## config.mk

```make
export PLATFORM = sky130hd
export DESIGN_NAME = zoned_decimal_codec
export DESIGN_NICKNAME = d
export VERILOG_FILES = /design/src/zdc_pkg.sv /design/src/zdc_ctrl.sv /design/src/zdc_datapath.sv /design/src/zoned_decimal_codec.sv
export SDC_FILE = /design/constraint.sdc
export NUM_CORES = 1
export LEC_CHECK = 0
export BUFFER_PORTS_ARGS = -buffer_cell sky130_fd_sc_hd__buf_2
export CAP_MARGIN = 25
export CORE_UTILIZATION = 30
export CTS_CLUSTER_DIAMETER = 150
export DETAILED_ROUTE_END_ITERATION = 10
export HOLD_SLACK_MARGIN = 0.03
export PLACE_DENSITY = 0.51
export SETUP_SLACK_MARGIN = 0.05
export SLEW_MARGIN = 40
export SYNTH_ARGS = -nofsm -noshare
export SYNTH_HDL_FRONTEND = slang
export SYNTH_SLANG_ARGS = --single-unit
```

## constraint.sdc

```tcl
create_clock -name clk -period 4.5 [get_ports clk]
set_input_delay 0.45 -clock clk [delete_from_list [all_inputs] [get_ports clk]]
set_output_delay 0.45 -clock clk [all_outputs]
set_load 0.02 [all_outputs]
```

## src/zdc_pkg.sv

```systemverilog
// zdc_pkg: shared types, constants and the byte classifier of the zoned decimal codec
// used by zdc_ctrl, zdc_datapath and zoned_decimal_codec; depends on nothing
`default_nettype none

package zdc_pkg;

    // field sizes
    localparam int MAX_DIGITS   = 18;
    localparam int BCD_DIGITS   = 19;   // enough for the largest 61-bit magnitude seen
    localparam int MAG_W        = 61;
    localparam int ACC_W        = 60;
    localparam int COUNT_W      = 5;
    localparam int SHIFT_CNT_W  = 6;
    localparam int DIGIT_IDX_W  = 5;
    localparam int CFG_DATA_W   = 5;
    localparam int CFG_INDEX_W  = 1;
    localparam int FTYPE_W      = 2;

    // register indexes
    localparam logic [CFG_INDEX_W-1:0] CFG_FIELD_TYPE  = 1'b0;
    localparam logic [CFG_INDEX_W-1:0] CFG_DIGIT_COUNT = 1'b1;

    // register reset values
    localparam logic [FTYPE_W-1:0] FIELD_TYPE_RESET  = 2'd1;
    localparam logic [COUNT_W-1:0] DIGIT_COUNT_RESET = 5'd18;

    // field types
    localparam logic [FTYPE_W-1:0] FT_UNSIGNED  = 2'd0;
    localparam logic [FTYPE_W-1:0] FT_OVERPUNCH = 2'd1;

    // opcodes and result kinds
    localparam logic OP_DECODE = 1'b0;
    localparam logic OP_ENCODE = 1'b1;
    localparam logic RK_VALUE  = 1'b0;
    localparam logic RK_BYTE   = 1'b1;

    // character codes
    localparam logic [7:0] CH_DIGIT_ZERO = 8'd48;
    localparam logic [7:0] CH_DIGIT_NINE = 8'd57;
    localparam logic [7:0] CH_POS_ZERO   = 8'd123;
    localparam logic [7:0] CH_NEG_ZERO   = 8'd125;
    localparam logic [7:0] CH_POS_FIRST  = 8'd65;
    localparam logic [7:0] CH_POS_LAST   = 8'd73;
    localparam logic [7:0] CH_NEG_FIRST  = 8'd74;
    localparam logic [7:0] CH_NEG_LAST   = 8'd82;
    localparam logic [7:0] CH_POS_BASE   = 8'd64;
    localparam logic [7:0] CH_NEG_BASE   = 8'd73;

    typedef enum logic [2:0] {
        ST_IDLE,
        ST_DEC_FIN,
        ST_ENC_CONV,
        ST_ENC_CHECK,
        ST_ENC_EMIT
    } state_t;

    typedef struct packed {
        logic dec_accept;
        logic dec_finish;
        logic enc_load;
        logic enc_shift;
        logic enc_check;
        logic enc_emit;
    } cmd_t;

    typedef struct packed {
        logic dec_last;
        logic numeric;
        logic conv_done;
        logic emit_last;
        logic slot_free;
    } status_t;

    typedef struct packed {
        logic [3:0] digit;
        logic       ok;
        logic       neg;
    } digit_info_t;

    // digit value and sign of one zoned byte; bad bytes read as zero
    function automatic digit_info_t byte_digit(input logic [7:0] b);
        digit_info_t info;
        logic [7:0]  neg_off;
        neg_off    = b - CH_NEG_BASE;
        info.digit = 4'd0;
        info.ok    = 1'b1;
        info.neg   = 1'b0;
        if (b >= CH_DIGIT_ZERO && b <= CH_DIGIT_NINE)
        begin
            info.digit = b[3:0];
        end
        else if (b == CH_POS_ZERO)
        begin
            info.digit = 4'd0;
        end
        else if (b == CH_NEG_ZERO)
        begin
            info.neg = 1'b1;
        end
        else if (b >= CH_POS_FIRST && b <= CH_POS_LAST)
        begin
            info.digit = b[3:0];
        end
        else if (b >= CH_NEG_FIRST && b <= CH_NEG_LAST)
        begin
            info.digit = neg_off[3:0];
            info.neg   = 1'b1;
        end
        else
        begin
            info.ok = 1'b0;
        end
        return info;
    endfunction

endpackage

`default_nettype wire

```

## src/zdc_ctrl.sv

```systemverilog
// zdc_ctrl: sequencing state machine of the zoned decimal codec
// depends on zdc_pkg; drives the datapath through cmd_t, watches status_t
`default_nettype none

module zdc_ctrl (
    input  wire logic             clk,
    input  wire logic             rst_n,
    input  wire logic             in_valid,
    input  wire logic             opcode,
    output logic                  in_ready,
    input  wire zdc_pkg::status_t sts,
    output zdc_pkg::cmd_t         cmd
);

    zdc_pkg::state_t state_reg;
    zdc_pkg::state_t state_next;

    always_ff @(posedge clk or negedge rst_n)
    begin
        if (!rst_n)
            state_reg <= zdc_pkg::ST_IDLE;
        else
            state_reg <= state_next;
    end

    always_comb
    begin
        state_next = state_reg;
        in_ready   = 1'b0;
        cmd        = '0;
        case (state_reg)
            zdc_pkg::ST_IDLE:
            begin
                in_ready = 1'b1;
                if (in_valid)
                begin
                    if (opcode == zdc_pkg::OP_DECODE)
                    begin
                        cmd.dec_accept = 1'b1;
                        if (sts.dec_last)
                            state_next = zdc_pkg::ST_DEC_FIN;
                    end
                    else if (sts.numeric)
                    begin
                        cmd.enc_load = 1'b1;
                        state_next   = zdc_pkg::ST_ENC_CONV;
                    end
                end
            end
            zdc_pkg::ST_DEC_FIN:
            begin
                if (sts.slot_free)
                begin
                    cmd.dec_finish = 1'b1;
                    state_next     = zdc_pkg::ST_IDLE;
                end
            end
            zdc_pkg::ST_ENC_CONV:
            begin
                cmd.enc_shift = 1'b1;
                if (sts.conv_done)
                    state_next = zdc_pkg::ST_ENC_CHECK;
            end
            zdc_pkg::ST_ENC_CHECK:
            begin
                cmd.enc_check = 1'b1;
                state_next    = zdc_pkg::ST_ENC_EMIT;
            end
            zdc_pkg::ST_ENC_EMIT:
            begin
                if (sts.slot_free)
                begin
                    cmd.enc_emit = 1'b1;
                    if (sts.emit_last)
                        state_next = zdc_pkg::ST_IDLE;
                end
            end
            default:
            begin
                state_next = zdc_pkg::ST_IDLE;
            end
        endcase
    end

    // the digit check always follows the last conversion shift
    assert property (@(posedge clk) disable iff (!rst_n)
        state_reg == zdc_pkg::ST_ENC_CHECK |-> $past(state_reg) == zdc_pkg::ST_ENC_CONV)
        else $error("digit check entered without conversion");

    // a finished decode waits while the output slot is taken
    assert property (@(posedge clk) disable iff (!rst_n)
        (state_reg == zdc_pkg::ST_DEC_FIN && !sts.slot_free) |=> state_reg == zdc_pkg::ST_DEC_FIN)
        else $error("decode result dropped on stall");

    // at most one datapath command per cycle
    assert property (@(posedge clk) disable iff (!rst_n)
        $onehot0({cmd.dec_accept, cmd.dec_finish, cmd.enc_load,
                  cmd.enc_shift, cmd.enc_check, cmd.enc_emit}))
        else $error("conflicting datapath commands");

endmodule

`default_nettype wire

```

## src/zdc_datapath.sv

```systemverilog
// zdc_datapath: config registers, decode accumulator, binary to bcd converter, output register
// depends on zdc_pkg; commanded by zdc_ctrl
`default_nettype none

module zdc_datapath #(
    parameter int MAX_DIGITS = zdc_pkg::MAX_DIGITS
) (
    input  wire logic                                  clk,
    input  wire logic                                  rst_n,
    input  wire logic                                  cfg_write,
    input  wire logic [zdc_pkg::CFG_INDEX_W-1:0]       cfg_index,
    input  wire logic [zdc_pkg::CFG_DATA_W-1:0]        cfg_data,
    input  wire logic [7:0]                            in_byte,
    input  wire logic signed [zdc_pkg::MAG_W-1:0]      in_value,
    input  wire zdc_pkg::cmd_t                         cmd,
    output zdc_pkg::status_t                           sts,
    output logic                                       out_valid,
    input  wire logic                                  out_ready,
    output logic                                       result_kind,
    output logic signed [zdc_pkg::MAG_W-1:0]           out_value,
    output logic [7:0]                                 out_byte,
    output logic                                       last_of_run,
    output logic                                       overflow,
    output logic                                       bad_digit
);

    localparam int MAG_W   = zdc_pkg::MAG_W;
    localparam int ACC_W   = zdc_pkg::ACC_W;
    localparam int CNT_W   = zdc_pkg::COUNT_W;
    localparam int NDIG    = zdc_pkg::BCD_DIGITS;
    localparam logic [CNT_W-1:0] MAX_N = CNT_W'(MAX_DIGITS);

    // configuration
    logic [zdc_pkg::FTYPE_W-1:0] field_type_reg;
    logic [CNT_W-1:0]            digit_count_reg;

    // decode state
    logic [ACC_W-1:0] acc_reg;
    logic [CNT_W-1:0] byte_count_reg;
    logic             negative_reg;
    logic             bad_reg;

    // encode state
    logic [MAG_W-1:0]                    mag_reg;
    logic [NDIG-1:0][3:0]                bcd_reg;
    logic                                enc_neg_reg;
    logic [zdc_pkg::SHIFT_CNT_W-1:0]     shift_cnt_reg;
    logic                                ovf_reg;
    logic [zdc_pkg::DIGIT_IDX_W-1:0]     digit_idx_reg;

    // output slot
    logic                     out_valid_reg;
    logic                     result_kind_reg;
    logic signed [MAG_W-1:0]  out_value_reg;
    logic [7:0]               out_byte_reg;
    logic                     last_reg;
    logic                     ovf_out_reg;
    logic                     bad_out_reg;

    logic                  numeric;
    logic [CNT_W-1:0]      eff_n;
    logic [CNT_W-1:0]      count_inc;
    zdc_pkg::digit_info_t  info;
    logic [ACC_W-1:0]      acc_mac;
    logic [MAG_W-1:0]      dec_value;
    logic [MAG_W-1:0]      in_raw;
    logic [MAG_W-1:0]      in_mag;
    logic [NDIG-1:0][3:0]  bcd_adj;
    logic [NDIG-1:0][3:0]  bcd_shift;
    logic                  ovf_any;
    logic [3:0]            emit_digit;
    logic [7:0]            emit_byte;
    logic                  slot_free;

    assign numeric   = (field_type_reg == zdc_pkg::FT_UNSIGNED) ||
                       (field_type_reg == zdc_pkg::FT_OVERPUNCH);
    assign count_inc = byte_count_reg + CNT_W'(1);
    assign info      = zdc_pkg::byte_digit(in_byte);
    assign acc_mac   = {acc_reg[ACC_W-4:0], 3'b000} + {acc_reg[ACC_W-2:0], 1'b0}
                       + {{(ACC_W-4){1'b0}}, info.digit};
    assign in_raw    = MAG_W'(in_value);
    assign in_mag    = in_raw[MAG_W-1] ? (MAG_W'(0) - in_raw) : in_raw;
    assign slot_free = !out_valid_reg || out_ready;

    // clamp of the digit count
    always_comb
    begin
        if (digit_count_reg == '0)
            eff_n = CNT_W'(1);
        else if (digit_count_reg > MAX_N)
            eff_n = MAX_N;
        else
            eff_n = digit_count_reg;
    end

    // sign applied to the accumulated magnitude
    always_comb
    begin
        if (!numeric)
            dec_value = '0;
        else if (negative_reg)
            dec_value = MAG_W'(0) - {1'b0, acc_reg};
        else
            dec_value = {1'b0, acc_reg};
    end

    // double dabble step and high digit check
    always_comb
    begin
        ovf_any = 1'b0;
        for (int k = 0; k < NDIG; k++)
        begin
            bcd_adj[k] = (bcd_reg[k] >= 4'd5) ? bcd_reg[k] + 4'd3 : bcd_reg[k];
            if (k >= int'(eff_n) && bcd_reg[k] != 4'd0)
                ovf_any = 1'b1;
        end
        bcd_shift[0] = {bcd_adj[0][2:0], mag_reg[MAG_W-1]};
        for (int k = 1; k < NDIG; k++)
            bcd_shift[k] = {bcd_adj[k][2:0], bcd_adj[k-1][3]};
    end

    // text byte for the current digit, overpunched on the last one when field_type is overpunch
    always_comb
    begin
        emit_digit = bcd_reg[digit_idx_reg];
        if (digit_idx_reg == '0 && field_type_reg == zdc_pkg::FT_OVERPUNCH)
        begin
            if (emit_digit == 4'd0)
                emit_byte = enc_neg_reg ? zdc_pkg::CH_NEG_ZERO : zdc_pkg::CH_POS_ZERO;
            else
                emit_byte = {4'd0, emit_digit}
                            + (enc_neg_reg ? zdc_pkg::CH_NEG_BASE : zdc_pkg::CH_POS_BASE);
        end
        else
        begin
            emit_byte = {4'd0, emit_digit} + zdc_pkg::CH_DIGIT_ZERO;
        end
    end

    always_comb
    begin
        sts.dec_last  = count_inc >= eff_n;
        sts.numeric   = numeric;
        sts.conv_done = shift_cnt_reg == zdc_pkg::SHIFT_CNT_W'(1);
        sts.emit_last = digit_idx_reg == '0;
        sts.slot_free = slot_free;
    end

    // config and control state
    always_ff @(posedge clk or negedge rst_n)
    begin
        if (!rst_n)
        begin
            field_type_reg  <= zdc_pkg::FIELD_TYPE_RESET;
            digit_count_reg <= zdc_pkg::DIGIT_COUNT_RESET;
            acc_reg         <= '0;
            byte_count_reg  <= '0;
            negative_reg    <= 1'b0;
            bad_reg         <= 1'b0;
            out_valid_reg   <= 1'b0;
        end
        else
        begin
            if (cfg_write)
            begin
                case (cfg_index)
                    zdc_pkg::CFG_FIELD_TYPE:  field_type_reg  <= cfg_data[zdc_pkg::FTYPE_W-1:0];
                    zdc_pkg::CFG_DIGIT_COUNT: digit_count_reg <= cfg_data;
                    default: ;
                endcase
            end
            if (cmd.dec_accept)
            begin
                byte_count_reg <= count_inc;
                if (numeric)
                begin
                    acc_reg <= acc_mac;
                    if (!info.ok)
                        bad_reg <= 1'b1;
                    if (count_inc >= eff_n)
                        negative_reg <= info.neg;
                end
            end
            else if (cmd.dec_finish)
            begin
                acc_reg        <= '0;
                byte_count_reg <= '0;
                negative_reg   <= 1'b0;
                bad_reg        <= 1'b0;
            end
            if (cmd.dec_finish || cmd.enc_emit)
                out_valid_reg <= 1'b1;
            else if (out_ready)
                out_valid_reg <= 1'b0;
        end
    end

    // encode payload and output payload
    always_ff @(posedge clk)
    begin
        if (cmd.enc_load)
        begin
            mag_reg       <= in_mag;
            enc_neg_reg   <= in_raw[MAG_W-1];
            bcd_reg       <= '0;
            shift_cnt_reg <= zdc_pkg::SHIFT_CNT_W'(MAG_W);
        end
        else if (cmd.enc_shift)
        begin
            mag_reg       <= {mag_reg[MAG_W-2:0], 1'b0};
            bcd_reg       <= bcd_shift;
            shift_cnt_reg <= shift_cnt_reg - zdc_pkg::SHIFT_CNT_W'(1);
        end
        if (cmd.enc_check)
        begin
            ovf_reg       <= ovf_any;
            digit_idx_reg <= zdc_pkg::DIGIT_IDX_W'(eff_n - CNT_W'(1));
        end
        else if (cmd.enc_emit)
        begin
            digit_idx_reg <= digit_idx_reg - zdc_pkg::DIGIT_IDX_W'(1);
        end
        if (cmd.dec_finish)
        begin
            result_kind_reg <= zdc_pkg::RK_VALUE;
            out_value_reg   <= dec_value;
            out_byte_reg    <= 8'd0;
            last_reg        <= 1'b0;
            ovf_out_reg     <= 1'b0;
            bad_out_reg     <= numeric && bad_reg;
        end
        else if (cmd.enc_emit)
        begin
            result_kind_reg <= zdc_pkg::RK_BYTE;
            out_value_reg   <= '0;
            out_byte_reg    <= emit_byte;
            last_reg        <= digit_idx_reg == '0;
            ovf_out_reg     <= ovf_reg;
            bad_out_reg     <= 1'b0;
        end
    end

    assign out_valid   = out_valid_reg;
    assign result_kind = result_kind_reg;
    assign out_value   = out_value_reg;
    assign out_byte    = out_byte_reg;
    assign last_of_run = last_reg;
    assign overflow    = ovf_out_reg;
    assign bad_digit   = bad_out_reg;

    // a field never runs past the largest digit count
    assert property (@(posedge clk) disable iff (!rst_n)
        byte_count_reg <= MAX_N)
        else $error("decode byte count past field size");

    // the first digit to emit lies inside the field
    assert property (@(posedge clk) disable iff (!rst_n)
        cmd.enc_check |=> digit_idx_reg < MAX_N)
        else $error("digit index outside field");

endmodule

`default_nettype wire

```

## src/zoned_decimal_codec.sv

```systemverilog
// zoned_decimal_codec: top level of the zoned decimal / binary converter
// depends on zdc_pkg, zdc_ctrl and zdc_datapath
//
// usage
//   input channel (in_valid/in_ready) carries opcode, in_byte and in_value.
//   a decode beat feeds one text byte, most significant first; after
//   digit_count bytes one value beat leaves on the output channel
//   (out_valid/out_ready) with the signed value and bad_digit.
//   an encode beat takes in_value and sends digit_count byte beats,
//   most significant first, last_of_run on the final one, overflow on all
//   when the magnitude has more digits than the field.
//   non-final decode bytes give no beat; the final one moves the sequencer to
//   its finish state, which registers the value beat when the output register
//   is free. an encode loads in_value, the bcd converter shifts one magnitude
//   bit per cycle, digits are checked, then one digit leaves per cycle
//   unless stalled. in_ready stays low until the last byte is loaded.
//   field_type 2 makes encode accept the beat and send nothing.
//   reset clears the partial decode field, empties the output register and
//   loads field_type 1 and digit_count 18.
//   when the receiver stalls, the pending beat holds in the output register
//   and the sequencer waits; nothing is dropped.
//   cfg_write with cfg_index and cfg_data writes a register with no wait.
`default_nettype none

module zoned_decimal_codec #(
    parameter int MAX_DIGITS = zdc_pkg::MAX_DIGITS
) (
    input  wire logic                                  clk,
    input  wire logic                                  rst_n,
    // configuration
    input  wire logic                                  cfg_write,
    input  wire logic [zdc_pkg::CFG_INDEX_W-1:0]       cfg_index,
    input  wire logic [zdc_pkg::CFG_DATA_W-1:0]        cfg_data,
    // input channel
    input  wire logic                                  in_valid,
    output logic                                       in_ready,
    input  wire logic                                  opcode,
    input  wire logic [7:0]                            in_byte,
    input  wire logic signed [zdc_pkg::MAG_W-1:0]      in_value,
    // output channel
    output logic                                       out_valid,
    input  wire logic                                  out_ready,
    output logic                                       result_kind,
    output logic signed [zdc_pkg::MAG_W-1:0]           out_value,
    output logic [7:0]                                 out_byte,
    output logic                                       last_of_run,
    output logic                                       overflow,
    output logic                                       bad_digit
);

    // commands from the sequencer, status back from the datapath
    zdc_pkg::cmd_t    cmd;
    zdc_pkg::status_t sts;

    zdc_ctrl u_ctrl (
        .clk      (clk),
        .rst_n    (rst_n),
        .in_valid (in_valid),
        .opcode   (opcode),
        .in_ready (in_ready),
        .sts      (sts),
        .cmd      (cmd)
    );

    zdc_datapath #(
        .MAX_DIGITS (MAX_DIGITS)
    ) u_datapath (
        .clk         (clk),
        .rst_n       (rst_n),
        .cfg_write   (cfg_write),
        .cfg_index   (cfg_index),
        .cfg_data    (cfg_data),
        .in_byte     (in_byte),
        .in_value    (in_value),
        .cmd         (cmd),
        .sts         (sts),
        .out_valid   (out_valid),
        .out_ready   (out_ready),
        .result_kind (result_kind),
        .out_value   (out_value),
        .out_byte    (out_byte),
        .last_of_run (last_of_run),
        .overflow    (overflow),
        .bad_digit   (bad_digit)
    );

endmodule

`default_nettype wire
```

==> results of run 1 <==
==> through the flow <==
step           std cells  power, mW  hold WS [ns]  setup TNS [ns]  worst slack (ns)
2_1_floorplan       2339       8.39         0.154          -0.199            -0.118
3_3_place_gp        3322       10.2         0.455          -10.32            -0.605
3_5_place_dp        3322       10.4         0.447          -13.14            -0.690
4_1_cts             3397       13.6        0.0998               0            0.0301
5_1_grt             3401       14.5         0.122          -0.238            -0.134
6_report            3401       13.5         0.134               0            0.0634
==> how the worst max path moves through the flow <==
stage	from	to	slack (ns)	cells after the start
5_1_grt	in_byte[1]	u_datapath.acc_reg[54]	-0.13	23
3_5_place_dp	in_byte[1]	u_datapath.acc_reg[43]	-0.69	26
6_report	in_byte[0]	u_datapath.acc_reg[54]	0.06	23
2_1_floorplan	in_byte[1]	u_datapath.acc_reg[54]	-0.12	21
4_1_cts	in_byte[1]	u_datapath.acc_reg[43]	0.03	26
3_3_place_gp	in_byte[1]	u_datapath.acc_reg[43]	-0.61	26
==> worst max-delay path, delay by kind of cell <==
family          cells  cell delay [ns]
compound gates     10             2.00
simple gates        5             0.83
buf+inv             5             0.55
fa+ha+maj           3             1.04
==> layout by cell type (no fill, tap or decap), types with 9 or more instances in the layout <==
cell type	n
sky130_fd_sc_hd__nor3_1	31
sky130_fd_sc_hd__a21oi_1	157
sky130_fd_sc_hd__dfxtp_1	92
sky130_fd_sc_hd__nand3_1	149
sky130_fd_sc_hd__nor4_1	15
sky130_fd_sc_hd__mux4_2	16
sky130_fd_sc_hd__nand2_1	206
sky130_fd_sc_hd__o21ai_1	12
sky130_fd_sc_hd__mux2i_1	11
sky130_fd_sc_hd__or3_1	23
sky130_fd_sc_hd__buf_2	151
sky130_fd_sc_hd__inv_1	66
sky130_fd_sc_hd__a21o_1	33
sky130_fd_sc_hd__o21bai_1	9
sky130_fd_sc_hd__or4_1	20
sky130_fd_sc_hd__edfxtp_1	130
sky130_fd_sc_hd__xor2_1	135
sky130_fd_sc_hd__dfrtp_1	74
sky130_fd_sc_hd__buf_4	77
sky130_fd_sc_hd__or2_2	9
sky130_fd_sc_hd__nand4_1	16
sky130_fd_sc_hd__nor3b_1	27
sky130_fd_sc_hd__nor2_1	192
sky130_fd_sc_hd__nor2b_1	12
sky130_fd_sc_hd__a31oi_1	11
sky130_fd_sc_hd__o41ai_1	17
sky130_fd_sc_hd__nand2b_1	31
sky130_fd_sc_hd__clkbuf_16	43
sky130_fd_sc_hd__o31ai_1	39
sky130_fd_sc_hd__xnor2_1	63
sky130_fd_sc_hd__o21ai_0	280
sky130_fd_sc_hd__ha_1	173
==> report_power, final <==
group	internal (mW)	switching, mW
logic	2.07	3.58
clock network	1.91	1.30
registers	3.88	0.759
==> cell type report <==
type / instances / area share [%]
inverter: 71 / 1.21
sequential: 300 / 31.6
multi-input combinational: 1847 / 51.2
clock inverter: 23 / 0.807
tap: 873 / 4.49
clock buffer: 50 / 4.65
timing repair buffer: 237 / 6.04
==> per-layer routing <==
metal / track usage [%] / vias to the layer above / part of all wire, %
li1: - / 8840 / -
met1: 20.4 / 8436 / 45
met2: 27.7 / 346 / 48
met3: 3.07 / 93 / 4.8
met4: 4.79 / 10 / 2.4
met5: 0 / - / 0.098
==> kinds of logic after synthesis <==
logic type,Yosys count,synth area share (%)
AOI/OAI and AO/OA,649,18.7
xor gates and xnor gates,198,8.38
adders and majority gates,178,10.8
buffers and inverters,192,3.53
DFF,300,37.2
muxes,34,2.66
other,1,0.0181
and+or+nand+nor,787,18.7
==> timing repair <==
action,in CTS,in global routing
hold buffers,1,0
pin swaps,2,25
endpoints found under the hold margin,53,0
setup buffers,1,2
gates resized for setup,2,33
setup endpoints to repair,4,27
==> results.txt, run 1 <==
The run finished with clean final reports. Setup repair after global routing could not meet its margin everywhere. The synthesis-to-finish area growth came out at 17.7%. The die is 265 um tall. The insertion delay to the later sink of the worst-skew pair came out at 0.57 ns. The ratio of final minimum period to clock period came out at 98.6%.

The final standard cell area without fillers came out at 24300 um2. The wire length of the first global-routing pass came out at just over 90000 um. The fraction of the yosys area taken by sequential cells is 37.2%. The starting utilization of the core area is 30.5%. The minimum clock period after layout came out at approximately 4.4 ns. In this run, synthesis inferred 130 flip-flops with an integrated enable.

The total nets after synthesis came out at 2597. The I/O pin count came out at about 160. The number of pins exceeding their max-slew limit in the final report was 0. The netlist uses 90 different library cells.

The die boundary width is around 260 um. The total power density per cell area is roughly 550 nW/um2. The number of sinks on the clock net is 300. The worst setup path is captured at a register. The number of synthesized register bits came out at 300. TritonCTS built the clock tree. The number of hold-slack violations in the final timing report is 0.

The normalized max-slew margin is 46.4%. The number of vias per cell after detailed routing is between 5 and 6. The maximum number of pins on one net before global-route repair came out at 128. The number of cells on the worst reg-to-reg path is 13.

The initial DRC count came out at between 1000 and 1500. The number of flip-flops in the largest register came out at 76. Walking the worst path, the cells encountered are buf_8 -> clkinv_8 -> ha_4 -> inv_4 -> nor3_4 -> a21oi_1 -> o2111a_2 -> or2_4 -> nand2_2 -> o21ai_2 -> fa_1 -> fa_2 -> a211oi_2 -> o21ai_1 -> a221oi_2 -> buf_4 -> nor4_4 -> o311ai_2 -> buf_4 -> a21oi_4 -> o311a_1 -> or3_1 -> a32o_1. Of all cell types, the one taking the most synthesized area is sky130_fd_sc_hd__edfxtp_1.

The average wire length per cell after detail routing came out at 16.8 um. The clock tree root buffer cell is sky130_fd_sc_hd__clkbuf_16. The slack of the worst reg-to-reg path came out at roughly 0.5 ns. The number of warnings printed during yosys synthesis is 0. The count of fill cells added during filler insertion came out at 6921. The cell depth of the worst min-delay path is 2. Detailed placement finished with a half-perimeter wire length of 42100 um. The pin slew with the least headroom to its limit came out at 0.804 ns. Among all cell types in the netlist, the one instantiated most often is sky130_fd_sc_hd__o21ai_0. The average size of a mapped cell is 8.84 um2.

The netlist area before placement came out at 20700 um2. The final wirelength came out at 57200 um. The clock-pin transition on the worst setup and hold timing paths is 0.06 ns. The number of max-capacitance violations reported is 0. The total number of vias is about 18000.

The worst register-to-register path begins at u_datapath.acc_reg[2]. The worst ir drop on vdd came out at around 0.26 mV. The level count of the clock H-tree is 2. The clock passes through at most 3 buffers.

Data on the critical path is required at its endpoint by 4.95 ns. The all-layer global routing usage is 16.1%. The number of nets in the final layout is 2755. The setup path with the least slack is of type primary input to register. The count of input and output buffers is 154. The number of buffers created by CTS is 40.

The instance count of the mapped netlist is 2339. The capture point of the worst reg-to-reg path is u_datapath.acc_reg[54]. The number of remaining DRC errors is 0.

The slowest stage of the critical path belongs to the cell sky130_fd_sc_hd__fa_1. The footprint of the flip-flops and latches came out at just under 8000 um2. The ratio of cells with drive above 1 in the final layout is 15.4%. The post-detailed-route count of antenna-violating nets is 0. The footprint of the multi-input gates is 12500 um2. The kind of path behind the tightest hold check is primary input to register. The signal arrival time at the worst endpoint came out at 4.89 ns. Routability-driven placement finished with a final weighted congestion of 0.892. STA classifies the critical path startpoint as a primary input. The standard cell area after detailed placement is 22800 um2.

Summed over its instances, the top area cell type makes up 18.9% of the synthesized netlist area. The utilization after layout is between 30% and 40%. The residual overflow from global routing is 0. The biggest fanout along the worst timing path is 4.

By count the netlist is led by 289 x sky130_fd_sc_hd__o21ai_0, 209 x sky130_fd_sc_hd__nand2_1, 192 x sky130_fd_sc_hd__nor2_1. After synthesis, the cell types taking the most area are sky130_fd_sc_hd__edfxtp_1 19%, sky130_fd_sc_hd__ha_1 11%, sky130_fd_sc_hd__dfrtp_1 9.1%, sky130_fd_sc_hd__dfxtp_1 8.9%, sky130_fd_sc_hd__o21ai_0 7.0%. The via count of the first global-routing pass is roughly 17000. The number of setup violations in the final report is 0. For this run, the leading register cell type out of synthesis is sky130_fd_sc_hd__edfxtp_1. The total inserted antenna cells came out at 0. The placement row count is 95. The maximum cell stage delay along the critical path is 0.48 ns.

The fraction of registers with async set or reset after synthesis is 26.0%. The initial antenna violation count is 6. The number of iterations in the first detailed-routing pass is 5. The clock skew after layout is approximately 0.019 ns. The worst hold path terminates at u_datapath.digit_count_reg[3]. The static leakage is 10.1 nW. The area of the core region came out at 67800 um2.

The die area came out at 70000 um2. In this run the most critical hold path is launched from cfg_data[3]. Derived from the worst setup path, the maximum achievable clock frequency is about 230 MHz. Among the stages of the critical path, the cell type that occurs most often is sky130_fd_sc_hd__buf_4.
(Power assumes the default switching activity.)
==> run 2: changes to the inputs <==
--- a/config.mk
+++ b/config.mk
@@ -13,2 +13,3 @@
 export HOLD_SLACK_MARGIN = 0.03
+export MAX_ROUTING_LAYER = met4
 export PLACE_DENSITY = 0.51
--- a/constraint.sdc
+++ b/constraint.sdc
@@ -3,2 +3,2 @@
 set_output_delay 0.45 -clock clk [all_outputs]
-set_load 0.02 [all_outputs]
+set_load 0.01 [all_outputs]
==> results.txt, run 2 (synthesized netlist as in run 1, its figures left out) <==
The minimum clock period after layout came out at 4.43 ns. The maximum cell stage delay along the critical path came out at 0.48 ns. The die area is about 70000 um2.

The via count of the first global-routing pass was 17400. The clock tree synthesis step divided the H-tree into 2 levels. The insertion delay to the later sink of the worst-skew pair came out at 0.56 ns. The average wire length per cell after detail routing is 16.8 um.

Power spread over the standard cell area amounts to 548 nW/um2. The ratio of cells with drive above 1 in the final layout came out at 15.4%. The worst ir drop on vdd is 0.261 mV.

The part of the power in combinational logic is between 40% and 50%. In this run, the number of DRC markers left after iteration 0 of detailed routing was 951. Hold timing on the final database bottoms out at a slack of between 0.1 and 0.15 ns.

The worst setup path is captured at a register. The first global-routing pass estimated 92500 um of wire. The worst-path cell with the longest stage delay is sky130_fd_sc_hd__fa_1.

The startpoint identified for the worst hold timing path is cfg_data[3]. STA classifies the critical path startpoint as a primary input. Net switching is around 41% of the power. The highest clock frequency the design can meet came out at 226 MHz.

The count of fill cells added during filler insertion came out at 6919. The top cell types in the final layout, fill and taps aside, are 280 x sky130_fd_sc_hd__o21ai_0, 206 x sky130_fd_sc_hd__nand2_1, 192 x sky130_fd_sc_hd__nor2_1, 173 x sky130_fd_sc_hd__ha_1, 157 x sky130_fd_sc_hd__a21oi_1. Routability-driven placement finished with a final weighted congestion of slightly above 0.9.

The number of pins exceeding their max-slew limit in the final report was 0. The worst path buffer plus inverter count came out at 5. The number of setup violations in the final report came out at 0. The sequential share of power is 34.8%.

The net switching power is 5.48 mW. The required time of the critical path is 4.95 ns. Walking the worst path, the cells encountered are buf_8 -> clkinv_8 -> ha_4 -> inv_4 -> nor3_4 -> a21oi_1 -> o2111a_2 -> or2_4 -> nand2_2 -> o21ai_2 -> fa_1 -> fa_2 -> a211oi_2 -> o21ai_1 -> a221oi_2 -> buf_4 -> nor4_4 -> o311ai_2 -> buf_4 -> a21oi_4 -> o311a_1 -> or3_1 -> a32o_1.

The library cell used most frequently in the layout, excluding fill and tap cells, is sky130_fd_sc_hd__o21ai_0. The number of hold-slack violations in the final timing report came out at 0. The initial antenna violation count is 6. The static leakage came out at 10.1 nW. In this run the horizontal extent of the chip is 265 um. The tool flagged a number of max-cap violations equal to 0.

The utilization after layout is between 30% and 40%. The biggest fanout along the worst timing path is 4. In this design, the critical path's most frequently occurring cell is sky130_fd_sc_hd__buf_4. The total number of vias came out at 17700. The maximum number of pins on one net before global-route repair came out at 128.

The number of remaining DRC errors came out at 0. The number of flip-flops in the largest register came out at 76. Among cell families on the critical path, the largest total delay comes from compound AO/OA/AOI/OAI gates. The pin slew with the least headroom to its limit came out at 0.805 ns. The signal arrival time at the worst endpoint came out at a little under 5 ns. The critical path starts at in_byte[0].

The all-layer global routing usage is 16.6%. The area of the core region is a little under 70000 um2. The normalized max-slew margin came out at 46.3%. The final layout contains routed wiring with a total length of between 50000 and 60000 um. The clock skew after layout came out at 0.0173 ns.

The setup path with the least slack is of type primary input to register. The I/O pin count came out at approximately 160. The number of vias per cell after detailed routing is roughly 5.2. The placement row count came out at 95.

The synthesis-to-finish area growth came out at 17.7%. The residual overflow from global routing came out at 0. TritonCTS built the clock tree. The post-detailed-route count of antenna-violating nets came out at 0.

The die boundary height came out at around 260 um. The number of nets in the final layout is between 2000 and 3000. In this run the clock root is driven by a sky130_fd_sc_hd__clkbuf_16. Setup repair after global routing could not meet its margin everywhere. The part of the power in the clock network is around a quarter. The starting utilization of the core area is a little under a third. The internal power consumption is 7.86 mW. Counting the buffers created by CTS gives 40. Of the available clock period, the critical path in the final layout requires 98.5%. The maximum number of buffers from clock root to sink came out at 3. Clock-pin slew was measured on the worst setup and hold paths at 0.06 ns. The count of input and output buffers is 154.

Detailed placement finished with a half-perimeter wire length of around 42000 um. The run finished with clean final reports. The tightest min-delay check is of the primary input to register type. The clock drives 300 sinks. The number of iterations in the first detailed-routing pass came out at 5. The startpoint identified for the worst register-to-register timing path is u_datapath.acc_reg[8].
[run 2: what timing repair did]
item	4_1_cts	5_1_grt
pin swaps	2	25
gates resized for setup	2	33
hold endpoints to repair	53	0
buffers inserted	1	2
hold buffers	1	0
setup endpoints to repair	4	27
[run 2: final timing paths]
check	end	slack, ns	cells after the start
worst min-delay path	u_datapath.digit_count_reg[3]	0.14	2
max in group asynchronous	u_datapath.digit_count_reg[4]	3.21	3
min in group asynchronous	u_datapath.acc_reg[9]	0.46	2
worst max register to register	u_datapath.out_value[58]	0.50	9
worst max-delay path	u_datapath.acc_reg[54]	0.07	23
worst min register to register	u_datapath.out_byte[3]	0.45	2
[run 2: per-stage QoR]
stage	cell area [um2]	std cells	TNS [ns]	power [mW]	setup slack, ns
6_report	24400	3406	0	13.3	0.0673
5_1_grt	24400	3406	-0.229	14.4	-0.134
4_1_cts	24100	3397	0	13.5	0.0301
3_5_place_dp	22800	3322	-13.14	10.2	-0.690
3_3_place_gp	22800	3322	-10.32	10.0	-0.605
2_1_floorplan	20800	2339	-0.199	8.24	-0.118
[run 2: cell type report]
class                   instances  area (um2)  area share (%)
diodes                          5        12.5          0.0514
clock buffers                  50        1130            4.65
clock inverters                23         196           0.807
inverters                      71         294            1.21
multi-input cells            1847       12500            51.1
flip-flops and latches        300        7700            31.6
well taps                     873        1090            4.48
repair buffers                237        1470            6.04
[run 2: per-layer routing]
metal  wire length (um)  global-route usage (%)
met4               1310                    4.79
met1              25600                    20.4
met3               2880                    3.05
met5                  0                       -
met2              27400                    27.7
[run 2: power groups by stage]
stage	Combinational [mW]	Clock [mW]	Sequential (mW)
finish	5.50	3.20	4.64
global route	6.20	3.41	4.77
CTS	5.52	3.31	4.65
detailed placement	5.50	0	4.70
global placement	5.36	0	4.67
floorplan	3.71	0	4.53
==> run 3: changes to the inputs <==
BUFFER_PORTS_ARGS = -buffer_cell sky130_fd_sc_hd__buf_4   (was -buffer_cell sky130_fd_sc_hd__buf_2)
PLACE_DENSITY = 0.52   (was 0.51)
clock period = 3.9 ns   (was 4.5 ns; I/O delays follow)
==> results.txt, run 3 (synthesized netlist as in run 1, its figures left out) <==
The number of hold-slack violations in the final timing report was 0. The final standard cell area without fillers came out at 25200 um2. The via count of the first global-routing pass came out at 17700. The worst hold slack after final layout is 0.0651 ns. In this run the static leakage power is around 10 nW. The clock-pin transition on the worst setup and hold timing paths is around 0.06 ns. The number of vias per cell after detailed routing is 5.16. The post-route netlist has 17.8% of its cells at a drive strength greater than 1. The ratio of final minimum period to clock period came out at 108%. Relative to the synthesized area, the layout overhead comes to 21.9%. The final total power came out at 15.9 mW. Setup violations remaining at the end of the flow were counted as 12. The worst path setup slack after routing is -0.326 ns.

The critical path in this run is classified as primary input to register. From bottom edge to top edge, the die measures roughly 260 um. The maximum cell stage delay along the critical path came out at between 0.4 and 0.5 ns. Leaving out fill and tap cells, the most frequent cell in the layout is sky130_fd_sc_hd__buf_4. The signal arrival time at the worst endpoint is between 4 and 5 ns.

The number of nets in the final layout is between 2000 and 3000. Port buffering added ~150 buffers. The routed design has between 50000 and 60000 um of wire. The biggest fanout along the worst timing path came out at 3.

The total inserted antenna cells is 0. Leaving out fill and tap cells, the most frequent cells in the layout are 266 x sky130_fd_sc_hd__buf_4, 255 x sky130_fd_sc_hd__o21ai_0, 206 x sky130_fd_sc_hd__nand2_1, 192 x sky130_fd_sc_hd__nor2_1, 170 x sky130_fd_sc_hd__ha_1. Across the run, the number of max-cap violations was 0.

Walking the worst path, the cells encountered are buf_12 -> inv_12 -> ha_4 -> inv_4 -> nor3_2 -> a21oi_1 -> o2111a_2 -> nor3_2 -> a21oi_1 -> o21ai_2 -> fa_2 -> fa_2 -> a211oi_2 -> o21ai_1 -> a221oi_2 -> buf_4 -> nor4_4 -> o311ai_2 -> buf_4 -> a21oi_2 -> o311a_1 -> or3_1 -> a32o_1. The number of iterations in the first detailed-routing pass is 5. The critical path launch point type is a primary input.

The highest clock frequency the design can meet is 237 MHz. The maximum number of buffers from clock root to sink came out at 3. The final cell count without fillers came out at around 3400. The maximum number of pins on one net before global-route repair came out at 74. The number of pins exceeding their max-slew limit in the final report is 0.

The die boundary width is 265 um. The insertion delay to the later sink of the worst-skew pair is around 0.56 ns. The standard cell area after detailed placement is 23500 um2.

The run finished, with violations left. The die area came out at 70000 um2. During I/O placement, the number of pins put on the boundary was 156. The pin slew with the least headroom to its limit is 0.807 ns. The number of sinks on the clock net is 300. The worst hold path belongs to the class primary input to register. The worst-path cell with the longest stage delay is sky130_fd_sc_hd__fa_2. The number of remaining DRC errors is 0.

The wire length of the first global-routing pass is just over 90000 um. The clock skew after layout came out at 0.0196 ns. The area of the core region is about 68000 um2. The number of flip-flops in the largest register is 76. The number of placed instances, taps included came out at 3356. The cell family contributing the most delay on the critical path is compound AO/OA/AOI/OAI gates.

After legalization and detailed placement, the total HPWL measured 42000 um. The post-detailed-route count of antenna-violating nets is 0. The starting utilization of the core area is slightly above 30%. The initial antenna violation count came out at 0. Across every metal layer, demand over resource in global routing totals 16.7%. The total negative slack for setup checks came out at -2.49 ns. After detailed routing, the average wire length per cell comes to 16.6 um. The required time of the critical path is 4.35 ns. The worst path buffer plus inverter count came out at 5. The total power density per cell area came out at about 630 nW/um2.

The final reports fail on setup timing. Across the VDD grid, the largest voltage drop is 0.397 mV. For this block, the via count after detailed routing is 17800. The initial DRC count is ~1100. The final RePlAce weighted congestion came out at 0.901. The H-tree was split into 2 levels. The normalized max-slew margin is 46.2%.

CTS placed an instance of sky130_fd_sc_hd__clkbuf_16 at the clock tree root. The placement row count is 95. The sort of element at the end of the critical path is a register.

TritonCTS built the clock tree. Summed over all layers, the global routing overflow is 0. The number of buffers created by CTS came out at 40. Setup repair after global routing could not meet its margin everywhere.

The minimum clock period after layout is 4.23 ns.
-- run 3: changes by cell type in the layout (fill, tap and decap cells not counted), sizes merged --
cell | previous run | this run
diode | 5 | 0
bufinv | 2 | 0
clkinvlp | 5 | 0
clkinv | 17 | 21
clkbuf | 50 | 54
buf | 236 | 279
-- run 3: final timing paths --
kind	startpoint	end	slack [ns]	cells past startpoint
worst max-delay path	in_byte[1]	u_datapath.acc_reg[54]	-0.33	23
worst min-delay path	cfg_data[4]	u_datapath.digit_count_reg[4]	0.07	2
worst max register to register	u_datapath.acc_reg[2]	u_datapath.acc_reg[54]	0.07	13
worst min register to register	u_datapath.out_byte[6]	u_datapath.out_byte[6]	0.48	2
max in group asynchronous	rst_n	u_datapath.acc_reg[33]	2.57	3
min in group asynchronous	rst_n	u_datapath.acc_reg[5]	0.44	2
-- run 3: metal layers --
| metal | up-vias | share of wire [%] | track usage (%) |
|---|---|---|---|
| met3 | 87 | 3.9 | 2.40 |
| met2 | 322 | 47 | 27.6 |
| li1 | 8935 | - | - |
| met4 | 0 | 2.4 | 4.79 |
| met1 | 8438 | 46 | 21.2 |
| met5 | - | 0 | - |
-- run 3: timing repair --
action / CTS / global route
buffers inserted: 10 / 8
hold buffers: 1 / 0
pin swaps: 40 / 23
endpoints found under the setup margin: 34 / 39
gates resized for setup: 47 / 41
endpoints found under the hold margin: 45 / 0
-- run 3: cell type report --
type | count | area [um2]
clock buffer | 54 | 1150
clock inverter | 20 | 104
fill | 6858 | 42500
inverter | 71 | 294
multi-input combinational | 1847 | 12700
sequential | 300 | 7700
tap | 873 | 1090
timing repair buffer | 280 | 2170
-- run 3: through the flow --
step | setup WS [ns] | util, %
after global placement | -1.15 | 34.6
final | -0.326 | 37.2
after floorplan | -0.656 | -
after global routing | -0.594 | 37.2
after CTS | -0.322 | 36.9
after detailed placement | -1.23 | 34.6
-- run 3: worst reg2reg max path: cells and delay by family (launching register included) --
kind | cells | cell delay, ns
flip-flops | 1 | 0.51
AO/OA/AOI/OAI | 7 | 1.49
AND/OR/NAND/NOR | 2 | 0.40
buffers and inverters | 2 | 0.36
adder cells (fa/ha/maj) | 2 | 0.95
-- run 3: report_power, final --
part	switching (mW)	total (mW)	internal [mW]
clock network	1.46	3.53	2.06
registers	0.806	5.29	4.48
logic	4.11	7.04	2.93
total	6.38	15.9	9.48
